**src/sv/lds_pkg.sv**
```systemverilog
// ----------------------------------------------------------------------------
// lds_pkg
// Shared widths, codes and controller/datapath bundles for the linear
// Diophantine solver.
// ----------------------------------------------------------------------------
package lds_pkg;

  // Significant bits of each input coefficient (8 to 32)
  localparam int COEF_WIDTH = 32;
  // Field widths of the request and result payloads
  localparam int FIELD_W    = 32;
  localparam int PART_W     = 64;
  // Internal value width: one bit above the coefficient width so that
  // the magnitude of the most negative coefficient stays representable
  localparam int DW         = COEF_WIDTH + 1;
  localparam int PW         = 2 * DW;
  localparam int CNT_W      = $clog2(COEF_WIDTH + 1);

  typedef enum logic [1:0] {
    STAT_SOLVED = 2'd0,
    STAT_NOSOL  = 2'd1,
    STAT_DEGEN  = 2'd2
  } lds_status_t;

  // Datapath operations, one per cycle
  typedef enum logic [4:0] {
    OP_NONE,
    OP_LOAD,
    OP_DEGEN,
    OP_DIV_STEP,
    OP_DIV_C,
    OP_DIV_B,
    OP_DIV_A,
    OP_LATCH_Q,
    OP_MUL_S,
    OP_UPD_S,
    OP_MUL_T,
    OP_UPD_T,
    OP_FIN_C,
    OP_PART_X,
    OP_PART_Y,
    OP_STEP_X,
    OP_STEP_Y
  } lds_op_t;

  typedef struct packed {
    lds_op_t op;
  } lds_cmd_t;

  typedef struct packed {
    logic b_zero;
    logic r1_zero;
    logic div_done;
    logic rem_zero;
  } lds_sts_t;

endpackage

```
**src/sv/lds_in_if.sv**
```systemverilog
// ----------------------------------------------------------------------------
// lds_in_if
// Request channel: coefficients and right-hand side of one equation.
// ----------------------------------------------------------------------------
interface lds_in_if
  import lds_pkg::*;
();
  logic                       valid;
  logic                       ready;
  logic signed [FIELD_W-1:0]  coef_x;
  logic signed [FIELD_W-1:0]  coef_y;
  logic signed [FIELD_W-1:0]  rhs;

  modport source (output valid, coef_x, coef_y, rhs, input ready);
  modport sink   (input valid, coef_x, coef_y, rhs, output ready);
endinterface

```
**src/sv/lds_out_if.sv**
```systemverilog
// ----------------------------------------------------------------------------
// lds_out_if
// Result channel: status, gcd, particular solution and solution steps.
// ----------------------------------------------------------------------------
interface lds_out_if
  import lds_pkg::*;
();
  logic                       valid;
  logic                       ready;
  logic [1:0]                 status;
  logic signed [FIELD_W-1:0]  divisor;
  logic signed [PART_W-1:0]   particular_x;
  logic signed [PART_W-1:0]   particular_y;
  logic signed [FIELD_W-1:0]  step_x;
  logic signed [FIELD_W-1:0]  step_y;

  modport source (output valid, status, divisor, particular_x, particular_y,
                  step_x, step_y, input ready);
  modport sink   (input valid, status, divisor, particular_x, particular_y,
                  step_x, step_y, output ready);
endinterface

```
**src/sv/lds_div.sv**
```systemverilog
// ----------------------------------------------------------------------------
// lds_div
// Sequential signed divider, truncating toward zero. Restoring radix-2 on
// magnitudes, one quotient bit per cycle; done pulses when results are valid.
// ----------------------------------------------------------------------------
module lds_div
  import lds_pkg::*;
(
  input  logic                 clk,
  input  logic                 rst_n,
  input  logic                 start,
  input  logic signed [DW-1:0] dividend,
  input  logic signed [DW-1:0] divisor,
  output logic                 done,
  output logic signed [DW-1:0] quo,
  output logic signed [DW-1:0] rem
);

  logic                   busy_r;
  logic                   done_r;
  logic [CNT_W-1:0]       cnt_r;
  logic [COEF_WIDTH-1:0]  den_r;
  logic [COEF_WIDTH-1:0]  quo_r;
  logic [COEF_WIDTH-1:0]  rem_r;
  logic                   neg_q_r;
  logic                   neg_r_r;

  logic signed [DW-1:0]   num_abs;
  logic signed [DW-1:0]   den_abs;
  logic [COEF_WIDTH:0]    part;
  logic [COEF_WIDTH+1:0]  diff;
  logic                   ge;
  logic [DW-1:0]          quo_ext;
  logic [DW-1:0]          rem_ext;

  assign num_abs = dividend[DW-1] ? -dividend : dividend;
  assign den_abs = divisor[DW-1]  ? -divisor  : divisor;

  assign part = {rem_r, quo_r[COEF_WIDTH-1]};
  assign diff = {1'b0, part} - {2'b00, den_r};
  assign ge   = ~diff[COEF_WIDTH+1];

  always_ff @(posedge clk) begin
    if (!rst_n) begin
      busy_r <= 1'b0;
      done_r <= 1'b0;
      cnt_r  <= '0;
    end else begin
      done_r <= 1'b0;
      if (start) begin
        busy_r <= 1'b1;
        cnt_r  <= CNT_W'(COEF_WIDTH);
      end else if (busy_r) begin
        cnt_r <= cnt_r - 1'b1;
        if (cnt_r == CNT_W'(1)) begin
          busy_r <= 1'b0;
          done_r <= 1'b1;
        end
      end
    end
  end

  always_ff @(posedge clk) begin
    if (start) begin
      den_r   <= den_abs[COEF_WIDTH-1:0];
      quo_r   <= num_abs[COEF_WIDTH-1:0];
      rem_r   <= '0;
      neg_q_r <= dividend[DW-1] ^ divisor[DW-1];
      neg_r_r <= dividend[DW-1];
    end else if (busy_r) begin
      rem_r <= ge ? diff[COEF_WIDTH-1:0] : part[COEF_WIDTH-1:0];
      quo_r <= {quo_r[COEF_WIDTH-2:0], ge};
    end
  end

  assign quo_ext = {1'b0, quo_r};
  assign rem_ext = {1'b0, rem_r};
  assign quo  = neg_q_r ? -signed'(quo_ext) : signed'(quo_ext);
  assign rem  = neg_r_r ? -signed'(rem_ext) : signed'(rem_ext);
  assign done = done_r;

endmodule

```
**src/sv/lds_dp.sv**
```systemverilog
// ----------------------------------------------------------------------------
// lds_dp
// Datapath: remainder sequence and Bezout registers, shared divider and
// multiplier, and the result registers.
// ----------------------------------------------------------------------------
module lds_dp
  import lds_pkg::*;
(
  input  logic                       clk,
  input  logic                       rst_n,
  input  lds_cmd_t                   cmd,
  output lds_sts_t                   sts,
  input  logic signed [FIELD_W-1:0]  coef_x,
  input  logic signed [FIELD_W-1:0]  coef_y,
  input  logic signed [FIELD_W-1:0]  rhs,
  output logic [1:0]                 status,
  output logic signed [FIELD_W-1:0]  divisor,
  output logic signed [PART_W-1:0]   particular_x,
  output logic signed [PART_W-1:0]   particular_y,
  output logic signed [FIELD_W-1:0]  step_x,
  output logic signed [FIELD_W-1:0]  step_y
);

  logic signed [DW-1:0]       a_r, b_r, c_r;
  logic signed [DW-1:0]       r0_r, r1_r, rn_r;
  logic signed [DW-1:0]       s0_r, s1_r, t0_r, t1_r;
  logic signed [DW-1:0]       q_r, k_r, prod_r;
  lds_status_t                status_r;
  logic signed [FIELD_W-1:0]  divisor_r, step_x_r, step_y_r;
  logic signed [PART_W-1:0]   px_r, py_r;

  logic                       div_start;
  logic signed [DW-1:0]       div_num, div_den;
  logic                       div_done;
  logic signed [DW-1:0]       div_quo, div_rem;

  logic signed [DW-1:0]       mul_a, mul_b;
  logic signed [PW-1:0]       prod;

  // Divider operand select
  always_comb begin
    div_start = 1'b0;
    div_num   = r0_r;
    div_den   = r1_r;
    case (cmd.op)
      OP_DIV_STEP: begin
        div_start = 1'b1;
      end
      OP_DIV_C: begin
        div_start = 1'b1;
        div_num   = c_r;
        div_den   = r0_r;
      end
      OP_DIV_B: begin
        div_start = 1'b1;
        div_num   = b_r;
        div_den   = r0_r;
      end
      OP_DIV_A: begin
        div_start = 1'b1;
        div_num   = a_r;
        div_den   = r0_r;
      end
      default: begin
        div_start = 1'b0;
      end
    endcase
  end

  lds_div u_div (
    .clk      (clk),
    .rst_n    (rst_n),
    .start    (div_start),
    .dividend (div_num),
    .divisor  (div_den),
    .done     (div_done),
    .quo      (div_quo),
    .rem      (div_rem)
  );

  // Multiplier operand select
  always_comb begin
    mul_a = q_r;
    mul_b = s1_r;
    case (cmd.op)
      OP_MUL_T:  mul_b = t1_r;
      OP_PART_X: begin
        mul_a = k_r;
        mul_b = s0_r;
      end
      OP_PART_Y: begin
        mul_a = k_r;
        mul_b = t0_r;
      end
      default:   mul_b = s1_r;
    endcase
  end

  assign prod = mul_a * mul_b;

  always_ff @(posedge clk) begin
    case (cmd.op)
      OP_LOAD: begin
        a_r       <= DW'(signed'(coef_x[COEF_WIDTH-1:0]));
        b_r       <= DW'(signed'(coef_y[COEF_WIDTH-1:0]));
        c_r       <= DW'(signed'(rhs[COEF_WIDTH-1:0]));
        r0_r      <= DW'(signed'(coef_x[COEF_WIDTH-1:0]));
        r1_r      <= DW'(signed'(coef_y[COEF_WIDTH-1:0]));
        s0_r      <= DW'(1);
        s1_r      <= '0;
        t0_r      <= '0;
        t1_r      <= DW'(1);
        status_r  <= STAT_SOLVED;
        divisor_r <= '0;
        px_r      <= '0;
        py_r      <= '0;
        step_x_r  <= '0;
        step_y_r  <= '0;
      end
      OP_DEGEN:   status_r <= STAT_DEGEN;
      OP_LATCH_Q: begin
        q_r  <= div_quo;
        rn_r <= div_rem;
      end
      OP_MUL_S,
      OP_MUL_T:   prod_r <= prod[DW-1:0];
      OP_UPD_S: begin
        s0_r <= s1_r;
        s1_r <= s0_r - prod_r;
      end
      OP_UPD_T: begin
        t0_r <= t1_r;
        t1_r <= t0_r - prod_r;
        r0_r <= r1_r;
        r1_r <= rn_r;
      end
      OP_FIN_C: begin
        divisor_r <= FIELD_W'(r0_r);
        k_r       <= div_quo;
        if (div_rem != '0) begin
          status_r <= STAT_NOSOL;
        end
      end
      OP_PART_X:  px_r     <= PART_W'(prod);
      OP_PART_Y:  py_r     <= PART_W'(prod);
      OP_STEP_X:  step_x_r <= FIELD_W'(div_quo);
      OP_STEP_Y:  step_y_r <= FIELD_W'(div_quo);
      default: begin
        q_r <= q_r;
      end
    endcase
  end

  assign sts.b_zero   = (b_r == '0);
  assign sts.r1_zero  = (r1_r == '0);
  assign sts.div_done = div_done;
  assign sts.rem_zero = (div_rem == '0);

  assign status       = status_r;
  assign divisor      = divisor_r;
  assign particular_x = px_r;
  assign particular_y = py_r;
  assign step_x       = step_x_r;
  assign step_y       = step_y_r;

endmodule

```
**src/sv/lds_ctrl.sv**
```systemverilog
// ----------------------------------------------------------------------------
// lds_ctrl
// Controller: sequences the remainder loop, the final divisions and the
// request/result handshakes.
// ----------------------------------------------------------------------------
module lds_ctrl
  import lds_pkg::*;
(
  input  logic      clk,
  input  logic      rst_n,
  input  logic      in_valid,
  output logic      in_ready,
  output logic      out_valid,
  input  logic      out_ready,
  input  lds_sts_t  sts,
  output lds_cmd_t  cmd
);

  typedef enum logic [15:0] {
    S_IDLE   = 16'h0001,
    S_CHECK  = 16'h0002,
    S_LOOP   = 16'h0004,
    S_DWAIT  = 16'h0008,
    S_MULS   = 16'h0010,
    S_UPDS   = 16'h0020,
    S_MULT   = 16'h0040,
    S_UPDT   = 16'h0080,
    S_FWAIT  = 16'h0100,
    S_PARTX  = 16'h0200,
    S_PARTY  = 16'h0400,
    S_BSTART = 16'h0800,
    S_BWAIT  = 16'h1000,
    S_ASTART = 16'h2000,
    S_AWAIT  = 16'h4000,
    S_DONE   = 16'h8000
  } lds_state_t;

  lds_state_t state_r, state_nxt;

  always_ff @(posedge clk) begin
    if (!rst_n) begin
      state_r <= S_IDLE;
    end else begin
      state_r <= state_nxt;
    end
  end

  always_comb begin
    state_nxt = state_r;
    cmd.op    = OP_NONE;
    case (state_r)
      S_IDLE: begin
        if (in_valid) begin
          cmd.op    = OP_LOAD;
          state_nxt = S_CHECK;
        end
      end
      S_CHECK: begin
        if (sts.b_zero) begin
          cmd.op    = OP_DEGEN;
          state_nxt = S_DONE;
        end else begin
          state_nxt = S_LOOP;
        end
      end
      S_LOOP: begin
        // last nonzero remainder sits in r0 once r1 reaches zero
        if (sts.r1_zero) begin
          cmd.op    = OP_DIV_C;
          state_nxt = S_FWAIT;
        end else begin
          cmd.op    = OP_DIV_STEP;
          state_nxt = S_DWAIT;
        end
      end
      S_DWAIT: begin
        if (sts.div_done) begin
          cmd.op    = OP_LATCH_Q;
          state_nxt = S_MULS;
        end
      end
      S_MULS: begin
        cmd.op    = OP_MUL_S;
        state_nxt = S_UPDS;
      end
      S_UPDS: begin
        cmd.op    = OP_UPD_S;
        state_nxt = S_MULT;
      end
      S_MULT: begin
        cmd.op    = OP_MUL_T;
        state_nxt = S_UPDT;
      end
      S_UPDT: begin
        cmd.op    = OP_UPD_T;
        state_nxt = S_LOOP;
      end
      S_FWAIT: begin
        if (sts.div_done) begin
          cmd.op    = OP_FIN_C;
          state_nxt = sts.rem_zero ? S_PARTX : S_DONE;
        end
      end
      S_PARTX: begin
        cmd.op    = OP_PART_X;
        state_nxt = S_PARTY;
      end
      S_PARTY: begin
        cmd.op    = OP_PART_Y;
        state_nxt = S_BSTART;
      end
      S_BSTART: begin
        cmd.op    = OP_DIV_B;
        state_nxt = S_BWAIT;
      end
      S_BWAIT: begin
        if (sts.div_done) begin
          cmd.op    = OP_STEP_X;
          state_nxt = S_ASTART;
        end
      end
      S_ASTART: begin
        cmd.op    = OP_DIV_A;
        state_nxt = S_AWAIT;
      end
      S_AWAIT: begin
        if (sts.div_done) begin
          cmd.op    = OP_STEP_Y;
          state_nxt = S_DONE;
        end
      end
      S_DONE: begin
        // hold the result until taken
        if (out_ready) begin
          state_nxt = S_IDLE;
        end
      end
      default: begin
        state_nxt = S_IDLE;
      end
    endcase
  end

  assign in_ready  = (state_r == S_IDLE);
  assign out_valid = (state_r == S_DONE);

endmodule

```
**src/sv/linear_diophantine_solver.sv**
```systemverilog
// Requests: one request at a time; the next request is taken in S_IDLE, which the
//   controller enters again once the result leaves. The radix-2 divider produces one
//   quotient bit per cycle and is used once per step.
// Reset: synchronous active-low rst_n returns the controller to idle; no
//   result is pending after reset.
// ----------------------------------------------------------------------------
// linear_diophantine_solver
// Solves coef_x*X + coef_y*Y = rhs by the extended Euclidean algorithm.
// ----------------------------------------------------------------------------
module linear_diophantine_solver
  import lds_pkg::*;
(
  input  logic       clk,
  input  logic       rst_n,
  lds_in_if.sink     in_req,
  lds_out_if.source  out_res
);

  lds_cmd_t cmd;
  lds_sts_t sts;
  logic     in_ready;
  logic     out_valid;

  lds_ctrl u_ctrl (
    .clk       (clk),
    .rst_n     (rst_n),
    .in_valid  (in_req.valid),
    .in_ready  (in_ready),
    .out_valid (out_valid),
    .out_ready (out_res.ready),
    .sts       (sts),
    .cmd       (cmd)
  );

  lds_dp u_dp (
    .clk          (clk),
    .rst_n        (rst_n),
    .cmd          (cmd),
    .sts          (sts),
    .coef_x       (in_req.coef_x),
    .coef_y       (in_req.coef_y),
    .rhs          (in_req.rhs),
    .status       (out_res.status),
    .divisor      (out_res.divisor),
    .particular_x (out_res.particular_x),
    .particular_y (out_res.particular_y),
    .step_x       (out_res.step_x),
    .step_y       (out_res.step_y)
  );

  assign in_req.ready  = in_ready;
  assign out_res.valid = out_valid;

endmodule
```
**src/flat_wrapper.sv**
```systemverilog
// flat-port wrapper written by rule: the top's interface ports become plain ports
module linear_diophantine_solver_flat import lds_pkg::*;
  (clk, rst_n, in_req_valid, in_req_coef_x, in_req_coef_y, in_req_rhs, in_req_ready, out_res_valid, out_res_status, out_res_divisor, out_res_particular_x, out_res_particular_y, out_res_step_x, out_res_step_y, out_res_ready);
  lds_in_if in_req_i ();
  lds_out_if out_res_i ();
  input  logic clk;
  input  logic rst_n;
  input wire logic [$bits(in_req_i.valid)-1:0] in_req_valid;
  input wire logic [$bits(in_req_i.coef_x)-1:0] in_req_coef_x;
  input wire logic [$bits(in_req_i.coef_y)-1:0] in_req_coef_y;
  input wire logic [$bits(in_req_i.rhs)-1:0] in_req_rhs;
  output wire logic [$bits(in_req_i.ready)-1:0] in_req_ready;
  output wire logic [$bits(out_res_i.valid)-1:0] out_res_valid;
  output wire logic [$bits(out_res_i.status)-1:0] out_res_status;
  output wire logic [$bits(out_res_i.divisor)-1:0] out_res_divisor;
  output wire logic [$bits(out_res_i.particular_x)-1:0] out_res_particular_x;
  output wire logic [$bits(out_res_i.particular_y)-1:0] out_res_particular_y;
  output wire logic [$bits(out_res_i.step_x)-1:0] out_res_step_x;
  output wire logic [$bits(out_res_i.step_y)-1:0] out_res_step_y;
  input wire logic [$bits(out_res_i.ready)-1:0] out_res_ready;
  assign in_req_i.valid = in_req_valid;
  assign in_req_i.coef_x = in_req_coef_x;
  assign in_req_i.coef_y = in_req_coef_y;
  assign in_req_i.rhs = in_req_rhs;
  assign in_req_ready = in_req_i.ready;
  assign out_res_valid = out_res_i.valid;
  assign out_res_status = out_res_i.status;
  assign out_res_divisor = out_res_i.divisor;
  assign out_res_particular_x = out_res_i.particular_x;
  assign out_res_particular_y = out_res_i.particular_y;
  assign out_res_step_x = out_res_i.step_x;
  assign out_res_step_y = out_res_i.step_y;
  assign out_res_i.ready = out_res_ready;
  linear_diophantine_solver u_core (.clk(clk), .rst_n(rst_n), .in_req(in_req_i), .out_res(out_res_i));
endmodule
```
**config.mk**
```make
export PLATFORM = sky130hd
export DESIGN_NAME = linear_diophantine_solver_flat
export DESIGN_NICKNAME = d
export VERILOG_FILES = /design/src/sv/lds_pkg.sv /design/src/sv/lds_in_if.sv /design/src/sv/lds_out_if.sv /design/src/sv/lds_div.sv /design/src/sv/lds_dp.sv /design/src/sv/lds_ctrl.sv /design/src/sv/linear_diophantine_solver.sv /design/src/flat_wrapper.sv
export SDC_FILE = /design/constraint.sdc
export NUM_CORES = 2
export LEC_CHECK = 0
export ABC_AREA = 1
export ABC_CLOCK_PERIOD_IN_PS = 18700
export CORE_ASPECT_RATIO = 0.75
export CORE_UTILIZATION = 66
export DETAILED_ROUTE_END_ITERATION = 16
export DONT_BUFFER_PORTS = 1
export PLACE_DENSITY_LB_ADDON = 0.25
export SLEW_MARGIN = 5
export SYNTH_ARGS = -nofsm -noshare
export SYNTH_HDL_FRONTEND = slang
export SYNTH_SLANG_ARGS = --single-unit
```
**constraint.sdc**
```tcl
create_clock -name clk -period 18.7 [get_ports clk]
set_clock_uncertainty 0.05 [all_clocks]
set_input_delay 1.87 -clock clk [delete_from_list [all_inputs] [get_ports clk]]
set_output_delay 1.87 -clock clk [all_outputs]
set_load 0.02 [all_outputs]
```
After elaboration in Yosys (flattened, before gate mapping)

Cells that the tools add are included.

Bits in registers: 774
Input bits: 100

Add/sub/neg operators: 8
Multiply operators: 1
Equal/unequal tests: 40
Multiplexer cells: 49
Bitwise gates (word level): 4
Reductions and logical operators: 21

Operators by type and width:

| kind                 | count |
|---|---|
| $pmux 33 s2          | 6 |
| $pmux 16 s16         | 1 |
| $pmux 64 s2          | 2 |
| $pmux 33 s3          | 2 |
| $pmux 32 s2          | 3 |
| $mux 32              | 5 |
| $mux 33              | 4 |
| $mux 16              | 8 |
| $logic_not 33->1     | 3 |
| $pmux 5 s15          | 1 |
| $neg 32->33          | 2 |
| $sub 33x33->33       | 2 |
| $mul 33x33->64       | 1 |
| $neg 32->32          | 2 |
| $eq 5x4->1 const B   | 8 |
| $sub 33x32->34       | 1 |
| $reduce_bool 33->1   | 1 |
| $eq 5x3->1 const B   | 4 |
| $eq 16x1->1 const B  | 1 |
| $eq 16x10->1 const B | 1 |
| $eq 16x11->1 const B | 1 |
| $eq 16x12->1 const B | 1 |
| $eq 16x13->1 const B | 1 |
| $eq 16x14->1 const B | 1 |
| other kinds (34)     | 61 |

Depth between registers and ports, before layout

Depth in word-level cells: 8
Depth in mapped cells: 47
Gate-level depth less buffers: 45

Hierarchy

Synthesis repeated with hierarchy kept, for this count alone.

Cells, all modules: 8958
Area, all modules: 78604.1 µm²

By module, submodules not included:

| module   | instances | cells each | area each (µm²) | seq. area each (µm²) |
|---|---|---|---|---|
| lds_dp   | 1         | 7189       | 67405.9         | 19578.8 |
| lds_div  | 1         | 1583       | 10074.7         | 2782.7 |
| lds_ctrl | 1         | 186        | 1123.6          | 320.3 |

Worst setup path after synthesis

Ideal clock, no wire load.

Path type: input to register
Start: input port in_req_valid
End: register u_core.u_dp.s0_r[0] (enable)
Library setup time: 653 ps
Data arrival time: 10539 ps
Required time: 17997 ps
Slack: 7458 ps
Stages: 6
Path buffers: 0
Path through: nand2_1 > inv_1 > nor3_1 > nand3_1 > inv_1 > nor4_1

Longest elaborated chain between the ends: 4

Ends and longest elaborated chain:

| what                                     | line              | RTL |
|---|---|---|
| from (decl)                              | flat_wrapper.sv:8 | `input wire logic [$bits(in_req_i.valid)-1:0] in_req_valid;` |
| $mux 1 *                                 | lds_ctrl.sv:53    | `if (in_valid) begin` |
| $pmux 5 s15 *                            | lds_ctrl.sv:51    | `case (state_r)` |
| $eq 5x1->1 or $eq 5x4->1 (tied branches) | lds_dp.sv:102     | `case (cmd.op)` |
| $reduce_bool 2->1 (no line) *            | -                 |  |
| to (signal assigned)                     | lds_dp.sv:128     | `s0_r <= s1_r;` |
| to (decl)                                | lds_dp.sv:26      | `logic signed [DW-1:0] s0_r, s1_r, t0_r, t1_r;` |

Every way passes the cells marked *; elsewhere a longest branch is shown, timed or not.
A chain may end at the register's enable or synchronous reset.

Worst setup path after layout

Start: register u_core.u_ctrl.state_r[4]
End: register u_core.u_dp.px_r[63], in the netlist u_core.u_dp.particular_x[63] (data pin)

Longest elaborated chain between the ends: 7

Ends and longest elaborated chain:

| what                                       | line                        | RTL |
|---|---|---|
| from (decl)                                | lds_ctrl.sv:38              | `lds_state_t state_r, state_nxt;` |
| from (signal assigned)                     | lds_ctrl.sv:44              | `state_r <= state_nxt;` |
| $eq 16x15->1, or another cell as far along | lds_ctrl.sv:51              |  |
| $pmux 5 s15 *                              | lds_ctrl.sv:51              |  |
| $eq 5x4->1, on equally long branches       | lds_dp.sv:85, lds_dp.sv:102 |  |
| $reduce_or 2->1 (no line)                  | -                           |  |
| $mux 33                                    | lds_dp.sv:85                | `case (cmd.op)` |
| $mul 33x33->64                             | lds_dp.sv:99                | `assign prod = mul_a * mul_b;` |
| $pmux 64 s2 *                              | lds_dp.sv:102               |  |
| to (signal assigned)                       | lds_dp.sv:144               | `OP_PART_X: px_r <= PART_W'(prod);` |
| to (decl)                                  | lds_dp.sv:30                | `logic signed [PART_W-1:0] px_r, py_r;` |

Marks and branches as above.

==> flow_metrics.env <==
export IMPL_dr_pass1_iters=10
export IMPL_synth_seq_cells=774
export IMPL_avgViaCountPerCell=6.16
export IMPL_grt_max_degree=84
export IMPL_synth_commonest_cells="1,769 x inv_1, 1,502 x nand2_1, 1,322 x nor2_1, 1,128 x fa_1, 718 x edfxtp_1"
export IMPL_drt_total_wl_um=263000
export IMPL_gp_congestion=1.05
export IMPL_pre_cts_ws_ns=5.30
export IMPL_grt_pass1_vias=61900
export IMPL_synthArstFlopShare=0
export IMPL_grt_usage=0.452
export IMPL_critPathMaxFanout=38
export IMPL_ys_seq_area_frac=0.296
export IMPL_ant_nets=0
export IMPL_die_area_um2=117000
export IMPL_cts_root_buf="clkbuf_16"
export IMPL_critPathMaxStageDelay_ns=1.13
export IMPL_hold_class="reg2reg"
export IMPL_worst_slack_ns=4.72
export IMPL_layout_drive_gt1_share=0.0429
export IMPL_finalMaxSlewViolations=0
export IMPL_reg2reg_depth=34
export IMPL_synth_edf_count=718
export IMPL_post_route_period_util=0.748
export IMPL_netlist_top_cells_area="fa_1 29%, edfxtp_1 28%, inv_1 8.7%"
export IMPL_coreArea_um2=114000
export IMPL_slew_headroom=0.143
export IMPL_grt_pass1_wl_um=388000
export IMPL_antenna_found_initial=8
export IMPL_hpwl_um=205000
export IMPL_syn_instance_count=8542
export IMPL_numCtsBuffers=72
export IMPL_synth_cell_types=59
export IMPL_rows=107
export IMPL_status="finished, final reports clean"
export IMPL_drc_errors=0
export IMPL_cts_sinks=774
export IMPL_netlist_area_um2=76600
export IMPL_wl_per_cell_um=26.2
export IMPL_ios=328
export IMPL_critPathArrivalTime_ns=14.43
export IMPL_setup_tns_ns=0
export IMPL_area_delta_synth_final_pct=5.27
export IMPL_h_tree_depth=3
export IMPL_clkTransAtPathRegs_ns=0.07
export IMPL_cts_setup_buffers=0
export IMPL_grt_overflow_total=0
export IMPL_fin_crit_ns=13.98
export IMPL_cp_required_ns=19.14
export IMPL_setup_violations_final=0
export IMPL_synth_ff_type="edfxtp_1"
export IMPL_post_cts_resized=0
export IMPL_die_h_um=297
export IMPL_clockBufferDepth=3
export IMPL_insertion_delay_ns=0.69
export IMPL_grt_setup_unrepaired="no"
export IMPL_layout_nets=10000
export IMPL_port_buffers=0
export IMPL_worstSetupEndpointType="flip-flop"
export IMPL_avgSynthCellArea_um2=8.97
export IMPL_fp_dieW_um=395
export IMPL_hold_viol_final=0
export IMPL_tightest_slew_ns=1.28
export IMPL_initial_utilization=0.670
export IMPL_drv_cap=0
export IMPL_yosysMostFrequentCell="inv_1"
export IMPL_cpMostUsedCell="fa_1"
export IMPL_timing_fmax_mhz=71.5
export IMPL_synth_warnings=0
export IMPL_yosys_area_top_type="fa_1"
export IMPL_slowest_stage="fa_1"
export IMPL_worst_r2r_setup_slack_ns=4.72
export IMPL_drt_iter0_drc=8946
export IMPL_vias=61900
export IMPL_synth_nets=10100
export IMPL_path_class="reg2reg"
export IMPL_post_route_util=0.705
export IMPL_hold_buffers=0
export IMPL_synth_top_area_frac=0.295
export IMPL_crit_path_start_kind="flip-flop"
export IMPL_cts_tree="done"
export IMPL_min_path_cells=2
## metrics by stage
step | cell area, um2 | hold WS (ns) | std cells
after global routing | 80600 | 0.462 | 10000
after global placement | 78300 | 0.423 | 9910
after CTS | 80600 | 0.442 | 10000
after floorplan | 76600 | 0.405 | 8542
final | 80600 | 0.442 | 10100
after detailed placement | 78300 | 0.434 | 9910
## placed cells by master, fill, tap and decap left out, types with 22 or more instances in the layout
cell type | netlist | routed
edfxtp_1 | 718 | 718
xnor2_1 | 73 | 73
o21ai_0 | 252 | 246
a31oi_1 | 33 | 33
dfxtp_1 | 56 | 56
o21ai_2 | 21 | 28
nor3_1 | 43 | 43
inv_1 | 1769 | 1766
buf_4 | 3 | 125
o211ai_1 | 32 | 32
clkinv_1 | 23 | 40
xor2_1 | 118 | 118
nand4_1 | 76 | 76
ha_1 | 315 | 315
nand3b_1 | 29 | 29
a21oi_1 | 281 | 281
nand2_1 | 1502 | 1495
o21ai_1 | 35 | 34
inv_2 | 20 | 22
o21a_1 | 31 | 31
nor4_1 | 31 | 29
nand3_1 | 177 | 176
nor2_2 | 28 | 32
clkbuf_16 | 0 | 72
nor2_1 | 1322 | 1316
fa_1 | 1128 | 1128
## cell families after synthesis
logic type               after synthesis  share of synthesized area
AND/OR/NAND/NOR                     3252                      0.172
AO/OA/AOI/OAI                        786                     0.0591
adder cells (fa/ha/maj)             1443                      0.346
XOR/XNOR                             191                     0.0218
flip-flops                           774                      0.296
buffers and inverters               2096                      0.105
## layout make-up
class,count,area (um2)
multi-input cells,5672,46000
repair buffers,125,938
diodes,14,35.0
clock buffers,83,1840
clock inverters,45,422
well taps,1526,1910
inverters,1813,6810
fillers,8753,33700
flip-flops and latches,774,22700
## registers in the layout, summed over array words and instances (netlist names), 32 cells and up
name	flops
u_core.u_dp.s1_r	33
u_core.u_dp.u_div.rem_r	32
u_core.u_dp.t0_r	33
u_core.u_dp.particular_y	64
u_core.u_dp.step_x	32
u_core.u_dp.a_r	32
u_core.u_dp.t1_r	33
u_core.u_dp.r1_r	33
u_core.u_dp.b_r	32
u_core.u_dp.k_r	33
u_core.u_dp.rn_r	33
u_core.u_dp.particular_x	64
u_core.u_dp.r0_r	33
u_core.u_dp.step_y	32
u_core.u_dp.prod_r	33
u_core.u_dp.s0_r	33
u_core.u_dp.q_r	33
u_core.u_dp.divisor	32
u_core.u_dp.u_div.quo_r	32
u_core.u_dp.u_div.den_r	32
u_core.u_dp.c_r	32
## per-layer routing
layer  routed length [um]  track usage  vias up
met5                   56      0.00244        -
li1                     -            -    26100
met3                44200        0.187      899
met2               106000        0.620     4864
met4                14300        0.192        8
met1                98200        0.632    30100
## worst max-delay path: cells and delay by family, from the launching register on
family	cells	cell delay, ns
compound gates	3	1.65
simple gates	13	3.59
buf+inv	9	2.50
fa+ha+maj	9	5.51
flops	1	0.42
## worst paths after layout
path,startpoint,end
min,u_core.u_dp.u_div.done$_SDFF_PP0_,u_core.u_ctrl.state_r[13]$_SDFFE_PN0P_
max,u_core.u_ctrl.state_r[4]$_SDFFE_PN0P_,u_core.u_dp.particular_x[63]$_SDFFCE_PP0P_
max reg2reg,u_core.u_ctrl.state_r[4]$_SDFFE_PN0P_,u_core.u_dp.particular_x[63]$_SDFFCE_PP0P_
min reg2reg,u_core.u_dp.u_div.done$_SDFF_PP0_,u_core.u_ctrl.state_r[13]$_SDFFE_PN0P_
Power is not shown: default switching activity piles up to over one toggle a cycle in this logic, so the estimate is an artifact.
